<file path="config.mk">
export PLATFORM = sky130hd
export DESIGN_NAME = stepper_velocity_commander
export DESIGN_NICKNAME = d
export VERILOG_FILES = /design/src/rtl/svc_pkg.sv /design/src/rtl/svc_mul.sv /design/src/rtl/svc_div.sv /design/src/rtl/stepper_velocity_commander.sv
export SDC_FILE = /design/constraint.sdc
export NUM_CORES = 2
export LEC_CHECK = 0
export ABC_AREA = 1
export BUFFER_PORTS_ARGS = -buffer_cell sky130_fd_sc_hd__buf_2
export CAP_MARGIN = 25
export CORE_MARGIN = 2
export CORE_UTILIZATION = 70
export CTS_CLUSTER_SIZE = 20
export DETAILED_ROUTE_END_ITERATION = 8
export PLACE_DENSITY_LB_ADDON = 0.1
export SYNTH_ARGS = -nofsm -noshare
export SYNTH_HDL_FRONTEND = slang
export SYNTH_SLANG_ARGS = --single-unit
</file>
<file path="constraint.sdc">
create_clock -name clk -period 16.19 [get_ports clk]
set_clock_uncertainty 0.15 [all_clocks]
set_input_delay 1.619 -clock clk [delete_from_list [all_inputs] [get_ports clk]]
set_output_delay 1.619 -clock clk [all_outputs]
set_load 0.02 [all_outputs]
</file>
<file path="src/rtl/svc_pkg.sv">
// ----------------------------------------------------------------------------
// svc_pkg
// Shared constants and codes for the stepper velocity commander.
// ----------------------------------------------------------------------------
`default_nettype none

package svc_pkg;

  // Default parameter values
  localparam int DEF_FRAC_BITS     = 8;
  localparam int DEF_POSITION_BITS = 32;

  // Fixed arithmetic constants
  localparam int          PERIOD_FRAC      = 16;
  localparam logic [29:0] NS_PER_SECOND    = 30'd1000000000;
  localparam logic [29:0] INTERVAL_OUT_MAX = 30'd1000000000;

  // Shared multiplier operand width (signed) and product width
  localparam int MUL_W  = 33;
  localparam int PROD_W = 2 * MUL_W;

  // Register map indexes
  localparam logic [2:0] REG_ZERO_POS   = 3'd0;
  localparam logic [2:0] REG_LIMIT      = 3'd1;
  localparam logic [2:0] REG_MAX_VEL    = 3'd2;
  localparam logic [2:0] REG_PERIOD     = 3'd3;
  localparam logic [2:0] REG_MIN_IVL    = 3'd4;
  localparam logic [2:0] REG_IVL_FLOOR  = 3'd5;
  localparam logic [2:0] REG_MAX_IVL    = 3'd6;
  localparam logic [2:0] REG_TIMEOUT    = 3'd7;

  // Register reset values
  localparam logic [31:0] RST_ZERO_POS  = 32'd0;
  localparam logic [20:0] RST_LIMIT     = 21'd1200;
  localparam logic [30:0] RST_MAX_VEL   = 31'd912658;
  localparam logic [15:0] RST_PERIOD    = 16'd655;
  localparam logic [29:0] RST_MIN_IVL   = 30'd60000;
  localparam logic [29:0] RST_IVL_FLOOR = 30'd280499;
  localparam logic [31:0] RST_MAX_IVL   = 32'd1000000000;
  localparam logic [7:0]  RST_TIMEOUT   = 8'd20;

  // Result action codes
  localparam logic [1:0] ACT_STOP  = 2'd0;
  localparam logic [1:0] ACT_MOVE  = 2'd1;
  localparam logic [1:0] ACT_RANGE = 2'd2;

endpackage

`default_nettype wire

</file>
<file path="src/rtl/svc_mul.sv">
// ----------------------------------------------------------------------------
// svc_mul
// Shared signed multiplier with a registered product.
// ----------------------------------------------------------------------------
`default_nettype none

module svc_mul
  import svc_pkg::*;
(
  input  wire logic                     clk,
  input  wire logic signed [MUL_W-1:0]  op_a,
  input  wire logic signed [MUL_W-1:0]  op_b,
  output logic signed [PROD_W-1:0]      prod_r
);

  // Product register, no reset needed
  always_ff @(posedge clk) begin
    prod_r <= op_a * op_b;
  end

endmodule

`default_nettype wire

</file>
<file path="src/rtl/svc_div.sv">
// ----------------------------------------------------------------------------
// svc_div
// Restoring serial divider, one quotient bit per cycle.
// ----------------------------------------------------------------------------
`default_nettype none

module svc_div
  import svc_pkg::*;
#(
  parameter int DVD_W = 38,
  parameter int DVS_W = 31
) (
  input  wire logic             clk,
  input  wire logic             rst_n,
  input  wire logic             start,
  input  wire logic [DVD_W-1:0] dividend,
  input  wire logic [DVS_W-1:0] divisor,
  output logic                  busy_r,
  output logic                  done_r,
  output logic [DVD_W-1:0]      quot_r
);

  localparam int CNT_W = $clog2(DVD_W + 1);

  logic [CNT_W-1:0] cnt_r;
  logic [DVS_W-1:0] rem_r;
  logic [DVS_W:0]   shifted;
  logic             fits;

  // Trial subtract of the next partial remainder
  always_comb begin
    shifted = {rem_r, quot_r[DVD_W-1]};
    fits    = (shifted >= {1'b0, divisor});
  end

  // Control
  always_ff @(posedge clk) begin
    if (!rst_n) begin
      busy_r <= 1'b0;
      done_r <= 1'b0;
      cnt_r  <= '0;
    end else begin
      done_r <= 1'b0;
      if (start) begin
        busy_r <= 1'b1;
        cnt_r  <= CNT_W'(DVD_W);
      end else if (busy_r) begin
        cnt_r <= cnt_r - 1'b1;
        if (cnt_r == CNT_W'(1)) begin
          busy_r <= 1'b0;
          done_r <= 1'b1;
        end
      end
    end
  end

  // Datapath
  always_ff @(posedge clk) begin
    if (start) begin
      rem_r  <= '0;
      quot_r <= dividend;
    end else if (busy_r) begin
      rem_r  <= fits ? DVS_W'(shifted - {1'b0, divisor}) : shifted[DVS_W-1:0];
      quot_r <= {quot_r[DVD_W-2:0], fits};
    end
  end

endmodule

`default_nettype wire

</file>
<file path="src/rtl/stepper_velocity_commander.sv">
// ----------------------------------------------------------------------------
// stepper_velocity_commander
// Per-tick velocity integrator and microstep interval/target generator.
// ----------------------------------------------------------------------------
// Usage:
//   One item per control tick enters on the in_ channel (valid/stall). The
//   block holds in_stall high while it works on that item and lowers it once
//   the result is parked in the output register.
//   Each item yields exactly one result on the out_ channel (valid/stall).
//   The result register holds its item while out_stall is high; the next
//   item is then accepted but its result waits until the register frees.
//   A zero-velocity item passes S_MUL1, S_INTEG and S_OUT; an item whose
//   interval is out of range also passes S_MULMIN, S_MULMAX and S_CHKMAX; a
//   move adds the S_DIV phase, in which the serial divider produces the
//   interval (FRAC_BITS+30 quotient bits). A new item is taken only after
//   the result of the last one is parked in the output register.
//   One signed multiplier is shared across integration, the interval range
//   checks and the target projection.
//   Write registers over the APB port only while the block is idle (not
//   enforced). A zero_position write also reloads the last known position.
//   Reset (rst_n low, synchronous) restores register defaults, clears held
//   acceleration, velocity and stale count, and empties the output.
// ----------------------------------------------------------------------------
`default_nettype none

module stepper_velocity_commander
  import svc_pkg::*;
#(
  parameter int FRAC_BITS     = DEF_FRAC_BITS,
  parameter int POSITION_BITS = DEF_POSITION_BITS
) (
  input  wire logic               clk,
  input  wire logic               rst_n,
  // input channel
  input  wire logic               in_valid,
  output logic                    in_stall,
  input  wire logic               in_new_command,
  input  wire logic signed [31:0] in_command_accel,
  input  wire logic               in_position_valid,
  input  wire logic signed [31:0] in_meas_pos,
  // result channel
  output logic                    out_valid,
  input  wire logic               out_stall,
  output logic [1:0]              out_action,
  output logic [29:0]             out_step_period,
  output logic signed [31:0]      out_goal_pos,
  output logic signed [31:0]      out_velocity_out,
  // configuration port
  input  wire logic               psel,
  input  wire logic               penable,
  input  wire logic               pwrite,
  input  wire logic [4:0]         paddr,
  input  wire logic [31:0]        pwdata,
  output logic [31:0]             prdata,
  output logic                    pready
);

  localparam int NUM_W = 30 + FRAC_BITS;
  localparam int RND_S = FRAC_BITS + PERIOD_FRAC;
  localparam logic [NUM_W-1:0] NUM = {NS_PER_SECOND, {FRAC_BITS{1'b0}}};
  localparam logic signed [35:0] PMAX = (36'sd1 <<< (POSITION_BITS - 1)) - 36'sd1;
  localparam logic signed [35:0] PMIN = -PMAX - 36'sd1;

  // Sequencer codes
  localparam logic [2:0] S_IDLE   = 3'd0;
  localparam logic [2:0] S_MUL1   = 3'd1;
  localparam logic [2:0] S_INTEG  = 3'd2;
  localparam logic [2:0] S_MULMIN = 3'd3;
  localparam logic [2:0] S_MULMAX = 3'd4;
  localparam logic [2:0] S_CHKMAX = 3'd5;
  localparam logic [2:0] S_DIV    = 3'd6;
  localparam logic [2:0] S_OUT    = 3'd7;

  // Configuration registers
  logic signed [31:0] zero_pos_r;
  logic [20:0]        limit_r;
  logic [30:0]        max_vel_r;
  logic [15:0]        period_r;
  logic [29:0]        min_ivl_r;
  logic [29:0]        ivl_floor_r;
  logic [31:0]        max_ivl_r;
  logic [7:0]         timeout_r;

  // Tick state
  logic [2:0]         state_r;
  logic signed [31:0] held_accel_r;
  logic signed [31:0] velocity_r;
  logic [7:0]         stale_r;
  logic signed [31:0] last_pos_r;
  logic [30:0]        speed_r;
  logic               lt_min_r;

  // Staged result
  logic [1:0]         res_action_r;
  logic [29:0]        res_interval_r;
  logic signed [31:0] res_target_r;

  logic               out_valid_r;
  logic [1:0]         out_action_r;
  logic [29:0]        out_interval_r;
  logic signed [31:0] out_target_r;
  logic signed [31:0] out_velocity_r;

  logic               in_accept;
  logic               cfg_write;
  logic               out_free;
  logic [2:0]         reg_idx;

  // Shared multiplier
  logic signed [MUL_W-1:0]  mul_a;
  logic signed [MUL_W-1:0]  mul_b;
  logic signed [PROD_W-1:0] mul_p;
  logic [PROD_W-1:0]        mul_pu;

  // Divider
  logic             div_start;
  logic             div_busy;
  logic             div_done;
  logic [NUM_W-1:0] div_quot;

  // Integration datapath
  logic signed [31:0] accel_step;
  logic signed [33:0] vsum;
  logic signed [33:0] maxv;
  logic signed [33:0] vclamp;
  logic signed [33:0] rel;
  logic signed [33:0] lim34;
  logic signed [33:0] vfin;
  logic signed [33:0] vabs;
  logic               gt_max;

  // Move datapath
  logic [NUM_W-1:0]   ivl_a;
  logic [NUM_W-1:0]   ivl_b;
  logic [NUM_W-1:0]   ivl_c;
  logic [PROD_W-1:0]  rnd;
  logic [PROD_W-1:0]  smag;
  logic signed [35:0] step;
  logic signed [35:0] pos36;
  logic signed [35:0] zero36;
  logic signed [35:0] lim36;
  logic signed [35:0] lo_raw;
  logic signed [35:0] hi_raw;
  logic signed [35:0] lo;
  logic signed [35:0] hi;
  logic signed [35:0] tsum;
  logic signed [35:0] tgt;

  assign in_accept = in_valid && !in_stall;
  assign cfg_write = psel && penable && pwrite && pready;
  assign out_free  = !out_valid_r || !out_stall;
  assign reg_idx   = paddr[4:2];
  assign in_stall  = (state_r != S_IDLE);
  assign pready    = 1'b1;

  // Multiplier operand select by phase
  always_comb begin
    mul_a = {{2{1'b0}}, speed_r};
    mul_b = {{(MUL_W-16){1'b0}}, period_r};
    case (state_r)
      S_MUL1: begin
        mul_a = {held_accel_r[31], held_accel_r};
      end
      S_MULMIN: begin
        mul_b = {{3{1'b0}}, min_ivl_r};
      end
      S_MULMAX: begin
        mul_b = {1'b0, max_ivl_r};
      end
      default: begin
      end
    endcase
  end

  svc_mul u_mul (
    .clk    (clk),
    .op_a   (mul_a),
    .op_b   (mul_b),
    .prod_r (mul_p)
  );

  assign mul_pu = $unsigned(mul_p);

  assign div_start = (state_r == S_CHKMAX) && !lt_min_r && !gt_max;

  svc_div #(
    .DVD_W (NUM_W),
    .DVS_W (31)
  ) u_div (
    .clk      (clk),
    .rst_n    (rst_n),
    .start    (div_start),
    .dividend (NUM),
    .divisor  (speed_r),
    .busy_r   (div_busy),
    .done_r   (div_done),
    .quot_r   (div_quot)
  );

  // Integrate, clamp and apply the travel-limit hard stop; flag an over-max interval
  always_comb begin
    accel_step = mul_p[47:16];
    vsum   = {{2{velocity_r[31]}}, velocity_r} + {{2{accel_step[31]}}, accel_step};
    maxv   = {3'b0, max_vel_r};
    vclamp = vsum;
    if (vsum > maxv) vclamp = maxv;
    if (vsum < -maxv) vclamp = -maxv;
    rel   = {{2{last_pos_r[31]}}, last_pos_r} - {{2{zero_pos_r[31]}}, zero_pos_r};
    lim34 = {13'b0, limit_r};
    vfin  = vclamp;
    if ((rel >= lim34 && vclamp > 34'sd0) || (rel <= -lim34 && vclamp < 34'sd0)) begin
      vfin = '0;
    end
    vabs   = (vfin < 34'sd0) ? -vfin : vfin;
    gt_max = (PROD_W'(NUM) > mul_pu);
  end

  // Interval clamps and projected target
  always_comb begin
    ivl_a = (div_quot < NUM_W'(ivl_floor_r)) ? NUM_W'(ivl_floor_r) : div_quot;
    ivl_b = (ivl_a > NUM_W'(max_ivl_r)) ? NUM_W'(max_ivl_r) : ivl_a;
    ivl_c = (ivl_b > NUM_W'(INTERVAL_OUT_MAX)) ? NUM_W'(INTERVAL_OUT_MAX) : ivl_b;
    rnd   = {mul_pu[PROD_W-2:0], 1'b0} + (PROD_W'(1) << (RND_S - 1));
    smag  = rnd >> RND_S;
    step  = velocity_r[31] ? -$signed(smag[35:0]) : $signed(smag[35:0]);
    pos36  = 36'(last_pos_r);
    zero36 = 36'(zero_pos_r);
    lim36  = {15'b0, limit_r};
    lo_raw = zero36 - lim36;
    hi_raw = zero36 + lim36;
    lo = (lo_raw < PMIN) ? PMIN : ((lo_raw > PMAX) ? PMAX : lo_raw);
    hi = (hi_raw < PMIN) ? PMIN : ((hi_raw > PMAX) ? PMAX : hi_raw);
    tsum = pos36 + step;
    tgt  = (tsum < lo) ? lo : ((tsum > hi) ? hi : tsum);
  end

  // Configuration registers and last known position
  always_ff @(posedge clk) begin
    if (!rst_n) begin
      zero_pos_r  <= RST_ZERO_POS;
      limit_r     <= RST_LIMIT;
      max_vel_r   <= RST_MAX_VEL;
      period_r    <= RST_PERIOD;
      min_ivl_r   <= RST_MIN_IVL;
      ivl_floor_r <= RST_IVL_FLOOR;
      max_ivl_r   <= RST_MAX_IVL;
      timeout_r   <= RST_TIMEOUT;
      last_pos_r  <= RST_ZERO_POS;
    end else if (cfg_write) begin
      case (reg_idx)
        REG_ZERO_POS: begin
          zero_pos_r <= pwdata;
          last_pos_r <= pwdata;
        end
        REG_LIMIT:     limit_r     <= pwdata[20:0];
        REG_MAX_VEL:   max_vel_r   <= pwdata[30:0];
        REG_PERIOD:    period_r    <= pwdata[15:0];
        REG_MIN_IVL:   min_ivl_r   <= pwdata[29:0];
        REG_IVL_FLOOR: ivl_floor_r <= pwdata[29:0];
        REG_MAX_IVL:   max_ivl_r   <= pwdata;
        REG_TIMEOUT:   timeout_r   <= pwdata[7:0];
        default: begin
        end
      endcase
    end else if (in_accept && in_position_valid) begin
      last_pos_r <= 32'(signed'(in_meas_pos[POSITION_BITS-1:0]));
    end
  end

  // Register readback
  always_comb begin
    case (reg_idx)
      REG_ZERO_POS:  prdata = zero_pos_r;
      REG_LIMIT:     prdata = 32'(limit_r);
      REG_MAX_VEL:   prdata = 32'(max_vel_r);
      REG_PERIOD:    prdata = 32'(period_r);
      REG_MIN_IVL:   prdata = 32'(min_ivl_r);
      REG_IVL_FLOOR: prdata = 32'(ivl_floor_r);
      REG_MAX_IVL:   prdata = max_ivl_r;
      REG_TIMEOUT:   prdata = 32'(timeout_r);
      default:       prdata = '0;
    endcase
  end

  // Sequencer and tick state
  always_ff @(posedge clk) begin
    if (!rst_n) begin
      state_r      <= S_IDLE;
      held_accel_r <= '0;
      velocity_r   <= '0;
      stale_r      <= '0;
    end else begin
      case (state_r)
        S_IDLE: begin
          if (in_accept) begin
            if (in_new_command) begin
              held_accel_r <= in_command_accel;
              stale_r      <= '0;
            end else if (stale_r < timeout_r) begin
              stale_r <= stale_r + 1'b1;
            end else begin
              held_accel_r <= '0;
              velocity_r   <= '0;
            end
            state_r <= S_MUL1;
          end
        end
        S_MUL1: state_r <= S_INTEG;
        S_INTEG: begin
          velocity_r <= vfin[31:0];
          state_r    <= (vfin == 34'sd0) ? S_OUT : S_MULMIN;
        end
        S_MULMIN: state_r <= S_MULMAX;
        S_MULMAX: state_r <= S_CHKMAX;
        S_CHKMAX: state_r <= div_start ? S_DIV : S_OUT;
        S_DIV:    state_r <= div_done ? S_OUT : S_DIV;
        S_OUT:    state_r <= out_free ? S_IDLE : S_OUT;
        default:  state_r <= S_IDLE;
      endcase
    end
  end

  // Datapath captures along the sequence
  always_ff @(posedge clk) begin
    case (state_r)
      S_INTEG: begin
        speed_r        <= vabs[30:0];
        res_action_r   <= ACT_STOP;
        res_interval_r <= '0;
        res_target_r   <= '0;
      end
      S_MULMAX: begin
        lt_min_r <= (PROD_W'(NUM) < mul_pu);
      end
      S_CHKMAX: begin
        if (!div_start) res_action_r <= ACT_RANGE;
      end
      S_DIV: begin
        if (div_done) begin
          res_action_r   <= ACT_MOVE;
          res_interval_r <= ivl_c[29:0];
          res_target_r   <= tgt[31:0];
        end
      end
      default: begin
      end
    endcase
  end

  // Output register
  always_ff @(posedge clk) begin
    if (!rst_n) begin
      out_valid_r <= 1'b0;
    end else if (state_r == S_OUT && out_free) begin
      out_valid_r <= 1'b1;
    end else if (!out_stall) begin
      out_valid_r <= 1'b0;
    end
  end

  always_ff @(posedge clk) begin
    if (state_r == S_OUT && out_free) begin
      out_action_r   <= res_action_r;
      out_interval_r <= res_interval_r;
      out_target_r   <= res_target_r;
      out_velocity_r <= velocity_r;
    end
  end

  assign out_valid        = out_valid_r;
  assign out_action       = out_action_r;
  assign out_step_period  = out_interval_r;
  assign out_goal_pos     = out_target_r;
  assign out_velocity_out = out_velocity_r;

  // Checks
  a_stop_fields_zero: assert property (@(posedge clk) disable iff (!rst_n)
    out_valid && out_action != ACT_MOVE |-> out_step_period == '0 && out_goal_pos == '0)
    else $error("stop item carries interval or target");

  a_stop_no_velocity: assert property (@(posedge clk) disable iff (!rst_n)
    out_valid && out_action == ACT_STOP |-> out_velocity_out == '0)
    else $error("stop item with nonzero velocity");

  a_div_in_phase: assert property (@(posedge clk) disable iff (!rst_n)
    div_busy |-> state_r == S_DIV)
    else $error("divider running outside its phase");

  a_move_ivl_cap: assert property (@(posedge clk) disable iff (!rst_n)
    out_valid && out_action == ACT_MOVE |-> out_step_period <= INTERVAL_OUT_MAX)
    else $error("move interval above output cap");

endmodule

`default_nettype wire
</file>
# ---- After elaboration in Yosys (flattened, before gate mapping)
# Cells that the tools add are included.
dict set report word_totals {
  reg_bits 643
  latch_bits 0
  ram_bits 0
  romBits 0
  output_inout_bits 131
  wordCells 180
  n_memories 0
}
dict set report op_classes {
  addsub 13
  mul 1
  div 0
  magnitude_cmp 20
  n_eq_ne 23
  shift 0
  mux 49
  bitwise 2
  reduce_logical 42
}
# operator count
set ops {}
lappend ops {{two-way mux 32 bit} 10}
lappend ops {{case mux 32 bit (8 select lines)} 1}
lappend ops {{case mux 32 bit (2 select lines)} 3}
lappend ops {{two-way mux 36 bit} 5}
lappend ops {{two-way mux 34 bit} 3}
lappend ops {{two-way mux 38 bit} 2}
lappend ops {{< comparator 34 x 1 -> 1 bit (second input constant)} 2}
lappend ops {{greater-than comparator 33 x 32 -> 1 bit (second input constant)} 2}
lappend ops {{greater-than comparator 38 x 66 -> 1 bit (first input constant)} 1}
lappend ops {{< comparator 33 x 32 -> 1 bit (second input constant)} 2}
lappend ops {{< comparator 38 x 66 -> 1 bit (first input constant)} 1}
lappend ops {{multiplier 33 x 33 -> 66 bit} 1}
lappend ops {{two-way mux 31 bit} 2}
lappend ops {{adder 60 x 24 -> 60 bit (second input constant)} 1}
lappend ops {{two-way mux 30 bit} 2}
lappend ops {{case mux 30 bit (2 select lines)} 1}
lappend ops {{greater-than comparator 38 x 30 -> 1 bit (second input constant)} 1}
lappend ops {{greater-than comparator 38 x 32 -> 1 bit} 1}
lappend ops {{< comparator 38 x 30 -> 1 bit} 1}
lappend ops {{adder 32 x 36 -> 36 bit} 1}
lappend ops {{greater-than comparator 36 bit} 1}
lappend ops {{< comparator 36 bit} 1}
lappend ops {{negation 36 bit} 1}
lappend ops {{greater-than comparator 34 x 1 -> 1 bit (second input constant)} 1}
lappend ops {{other kinds (43)} 103}

# ---- Longest topological paths before layout
dict set report depth {
  depth_word 11
  depth_mapped 51
  mapped_depth_nobuf 48
}

# ---- Cells and area by module
# A second synthesis with hierarchy kept.
dict set report unflattened {
  cells_unflattened 12013
  hier_area_um2 88731.4
}
# module instances cells_per_inst area_per_inst_um2 seq_area_each_um2
set modules_own_cells {}
lappend modules_own_cells {svc_mul 1 5576 43256.5 1321.3}
lappend modules_own_cells {stepper_velocity_commander 1 5454 39400.3 11931.4}
lappend modules_own_cells {svc_div 1 983 6074.6 1921.8}

# ---- Worst setup path before layout
# OpenSTA, ideal clock, no wires.
dict set report synth_path {
  path_kind {register to register}
  start {register state_r[2]}
  end {register u_mul.prod_r[65]}
  setup_time_ns 0.121
  arrival_ns 9.048
  required_time_ns 15.919
  slack_ns 6.871
  stages_incl_launch_ff 34
  synth_period_minus_slack_ns 9.319
  path_cell_list {dfxtp_1 clkbuf_1 inv_1 nor2_1 inv_1 nand2_1 inv_1 clkbuf_1 a21oi_1 clkbuf_1 buf_1 nor2_1 fa_1 inv_1 fa_1 inv_1 fa_1 fa_1 fa_1 inv_1 fa_1 inv_1 fa_1 fa_1 ha_1 a21oi_1 o21a_1 inv_1 a21oi_1 inv_1 a221oi_1 o21a_1 nand2_1 xnor2_1}
}
dict set report synth_via {
  elab_chain_len 3
  word_cells_on_any_way 6
}
# item line_no
set synth_rtl {}
lappend synth_rtl {{start, declared} stepper_velocity_commander.sv:85} ;# logic [2:0] state_r;
lappend synth_rtl {{start signal, assigned} stepper_velocity_commander.sv:311} ;# state_r <= (vfin == 34'sd0) ? S_OUT : S_MULMIN;
lappend synth_rtl {{start signal, assigned} stepper_velocity_commander.sv:315} ;# S_CHKMAX: state_r <= div_start ? S_DIV : S_OUT;
lappend synth_rtl {{start signal, assigned} stepper_velocity_commander.sv:316} ;# S_DIV: state_r <= div_done ? S_OUT : S_DIV;
lappend synth_rtl {{== test 3 bit (tied with other cells)} stepper_velocity_commander.sv:160} ;# case (state_r)
lappend synth_rtl {{case mux 32 bit (2 select lines) or two-way mux 33 bit (tied branches)} stepper_velocity_commander.sv:160}
lappend synth_rtl {{multiplier 33 x 33 -> 66 bit *} svc_mul.sv:18} ;# prod_r <= op_a * op_b;
lappend synth_rtl {{end signal, assigned} svc_mul.sv:18}
lappend synth_rtl {{end, declared} svc_mul.sv:13} ;# output logic signed [PROD_W-1:0] prod_r
# Every way passes the cells marked *; elsewhere a longest branch is shown, timed or not.
# A chain may end at the register's enable or synchronous reset.

# ---- Worst setup path after layout
dict set report layout_path {
  start {register state_r[2]}
  end {register u_mul.prod_r[58]}
}
# Same word-level chain as after synthesis.

==> results.cfg <==
[floorplan]
die_w_um = 343
start_util_pct = 70.4
core_area_mm2 = 0.114
die_h_um = 343
ioPinCount = 241
rows = 124
die_area_mm2 = 0.117

[setup_path]
setup.worst_path.start_class = register
cp.required_ps = 16540
crit_fanout = 32
reg2reg_to = u_mul.prod_r[58]$_DFF_P_
r2r_start = state_r[2]$_SDFFE_PN0N_
rrSetupSlack_ps = 4990
worstSetupPathType = reg2reg
worst_setup_path_end_kind = register
crit_path_frequent_cell = fa_1
arrival_ps = 11550
cp_slowest_stage_delay_ps = 880
crit_slowest_cell = clkinv_1
r2r_cells = 32

[hold_path]
hold_start = res_target_r[20]$_SDFFCE_PN0P_
whs_path_depth = 0
hp-class = reg2reg
hold_end = out_goal_pos[20]$_DFFE_PP_

[synth]
synth_edf_count = 192
synth_area_mm2 = 0.0803
yosysWarnings = 0
async_flop_share_pct = 0
ys_ff_latch = 643
synth_largest_area_cell = fa_1
yosysUniqueCellTypes = 72
netlist_instances = 10199
synth_area_leaders = fa_1, dfxtp_1, ha_1, nand2_1, inv_1
synth_area_per_cell_um2 = 7.87
yosys_most_used_dff = dfxtp_1
yosysTopAreaCellShare_pct = 27.3
ys_seq_area_share_pct = 18.4

[cts]
clockBufferDepth = 3
clk_latency_ps = 660
ctsHtreeMaxLevel = 3
postCtsHoldBufs = 0
cts.sinks = 643
numCtsBuffers = 68
cts_tree = done
post_cts_buffers = 0
cts.clk_slew.worst_paths_ps = 60
cts_resized = 0
cts_root_buf = clkbuf_16

[layout]
area.growth.synth_to_final_pct = 6.81
post-route-util_pct = 75.2
final_nets = 12092
drive_gt1_share_pct = 6.02
stdcell_area_mm2 = 0.0857

[drt]
wl_per_cell_um = 24.7
wl_met3_um = 39400
wl_met2_um = 126000
first_pass_iters = 7
ant_nets = 0
drc = 0
vias = 74851
viasPerCell = 6.33
wl_met1_um = 96200
wirelength_um = 293000
route.top_layer_used = met5
drtIter0Drc = 9049

[sta]
min_period_ps = 11200
tightest_slew_ps = 1170
whs_ps = 248
slew-limit-headroom_pct = 22.0
hold_viol = 0
fin_tns_setup_ps = 0
setup_viol = 0
rsz0062_at_grt = no
fmax_ghz = 0.0893
final.period_utilization_pct = 69.2
maxSlewViolCount = 0

[run_status]
outcome = finished, final reports clean

[place]
io_buffers = 237
place_area_mm2 = 0.0830
hpwl_um = 231000
place_congestion = 1.08

[global_routing]
antenna_found_initial = 8
grt_start_max_net_pins = 103
grt_pass1_wl_um = 435000
grt_pass1_vias = 75070
grt_usage_pct = 49.4
gr-total-overflow = 0

[run]
cap_viol_max_count = 0
flip-flops by register name (all words and copies together) (netlist names), 6 cells and up:
signal	count
res_target_r	32
out_velocity_out	32
out_goal_pos	32
held_accel_r	32
speed_r	31
timeout_r	8
period_r	16
min_ivl_r	30
velocity_r	32
max_ivl_r	32
max_vel_r	31
res_interval_r	30
out_step_period	30
last_pos_r	32
ivl_floor_r	30
u_div.rem_r	31
limit_r	21
stale_r	8
u_mul.prod_r	66
zero_pos_r	32
u_div.cnt_r	6
u_div.quot_r	38
layer usage:
metal  global-route usage [%]  vias to the layer above
met5                        0                        -
met4                     40.8                        8
met3                     14.3                     1706
met2                     74.9                     5674
met1                     58.4                    35186
li1                         -                    32277
worst max path at each step:
| stage | from | end | slack, ps | depth (start not counted) |
|---|---|---|---|---|
| CTS | state_r[2]$_SDFFE_PN0N_ | u_mul.prod_r[63]$_DFF_P_ | 5000 | 32 |
| global route | state_r[2]$_SDFFE_PN0N_ | u_mul.prod_r[58]$_DFF_P_ | 4770 | 41 |
| global placement | state_r[2]$_SDFFE_PN0N_ | u_mul.prod_r[63]$_DFF_P_ | 5280 | 32 |
| detailed placement | state_r[2]$_SDFFE_PN0N_ | u_mul.prod_r[63]$_DFF_P_ | 5010 | 32 |
| finish | state_r[2]$_SDFFE_PN0N_ | u_mul.prod_r[58]$_DFF_P_ | 4990 | 32 |
| floorplan | state_r[2]$_SDFFE_PN0N_ | u_mul.prod_r[65]$_DFF_P_ | 6870 | 33 |
Yosys cell counts, types with 27 or more instances:
cell	n
nand2_1	2051
inv_1	1874
fa_1	1094
nor2_1	826
a21oi_1	709
ha_1	627
o21ai_0	523
dfxtp_1	451
clkbuf_1	337
xor2_1	257
nand3_1	253
edfxtp_1	192
nor3_1	88
xnor2_1	86
o211ai_1	84
nand4_1	76
a31oi_1	68
o21ai_1	58
o221ai_1	57
o22ai_1	57
nor4_1	39
a21o_1	34
o21a_1	31
clkinv_1	27
area by class of cell:
type	count	area, µm²
clock inverter	41	596
multi-input combinational	7282	57100
fill	8026	28300
tap	1512	1890
timing repair buffer	354	2320
clock buffer	84	1870
sequential	643	14800
inverter	1912	7180
antenna	5	12.5
critical path: cells and delay by family (launching register included):
| family | cells | cell delay, ps |
|---|---|---|
| adders and majority gates | 9 | 4400 |
| and+or+nand+nor | 7 | 1180 |
| xor gates and xnor gates | 1 | 160 |
| AOI/OAI and AO/OA | 6 | 2170 |
| DFF | 1 | 410 |
| buffers and inverters | 9 | 2510 |
logic make-up after synthesis:
| family | after synthesis | synth area share (%) |
|---|---|---|
| AND/OR/NAND/NOR | 3439 | 17.5 |
| buffers and inverters | 2305 | 11.0 |
| AO/OA/AOI/OAI | 1745 | 12.3 |
| adder cells (fa/ha/maj) | 1721 | 37.1 |
| flip-flops | 643 | 18.4 |
| XOR/XNOR | 344 | 3.76 |
| other | 2 | 0.00936 |
placed cells by master, fill, tap and decap left out, types with 85 or more instances in the layout:
master | netlist | routed
nor3_1 | 88 | 85
o21ai_0 | 523 | 517
xnor2_1 | 86 | 86
nand2_1 | 2051 | 2048
ha_1 | 627 | 627
nand3_1 | 253 | 252
inv_1 | 1874 | 1872
buf_4 | 9 | 103
xor2_1 | 257 | 257
buf_2 | 23 | 236
nor2_1 | 826 | 824
edfxtp_1 | 192 | 192
fa_1 | 1094 | 1093
a21oi_1 | 709 | 707
dfxtp_1 | 451 | 451
metrics by stage:
step	cells	worst slack, ps
after CTS	11816	5000
final	11833	4990
after floorplan	10230	6870
after global routing	11828	4770
after global placement	11687	5280
after detailed placement	11691	5010
Power is not shown: default switching activity piles up to over one toggle a cycle in this logic, so the estimate is an artifact.
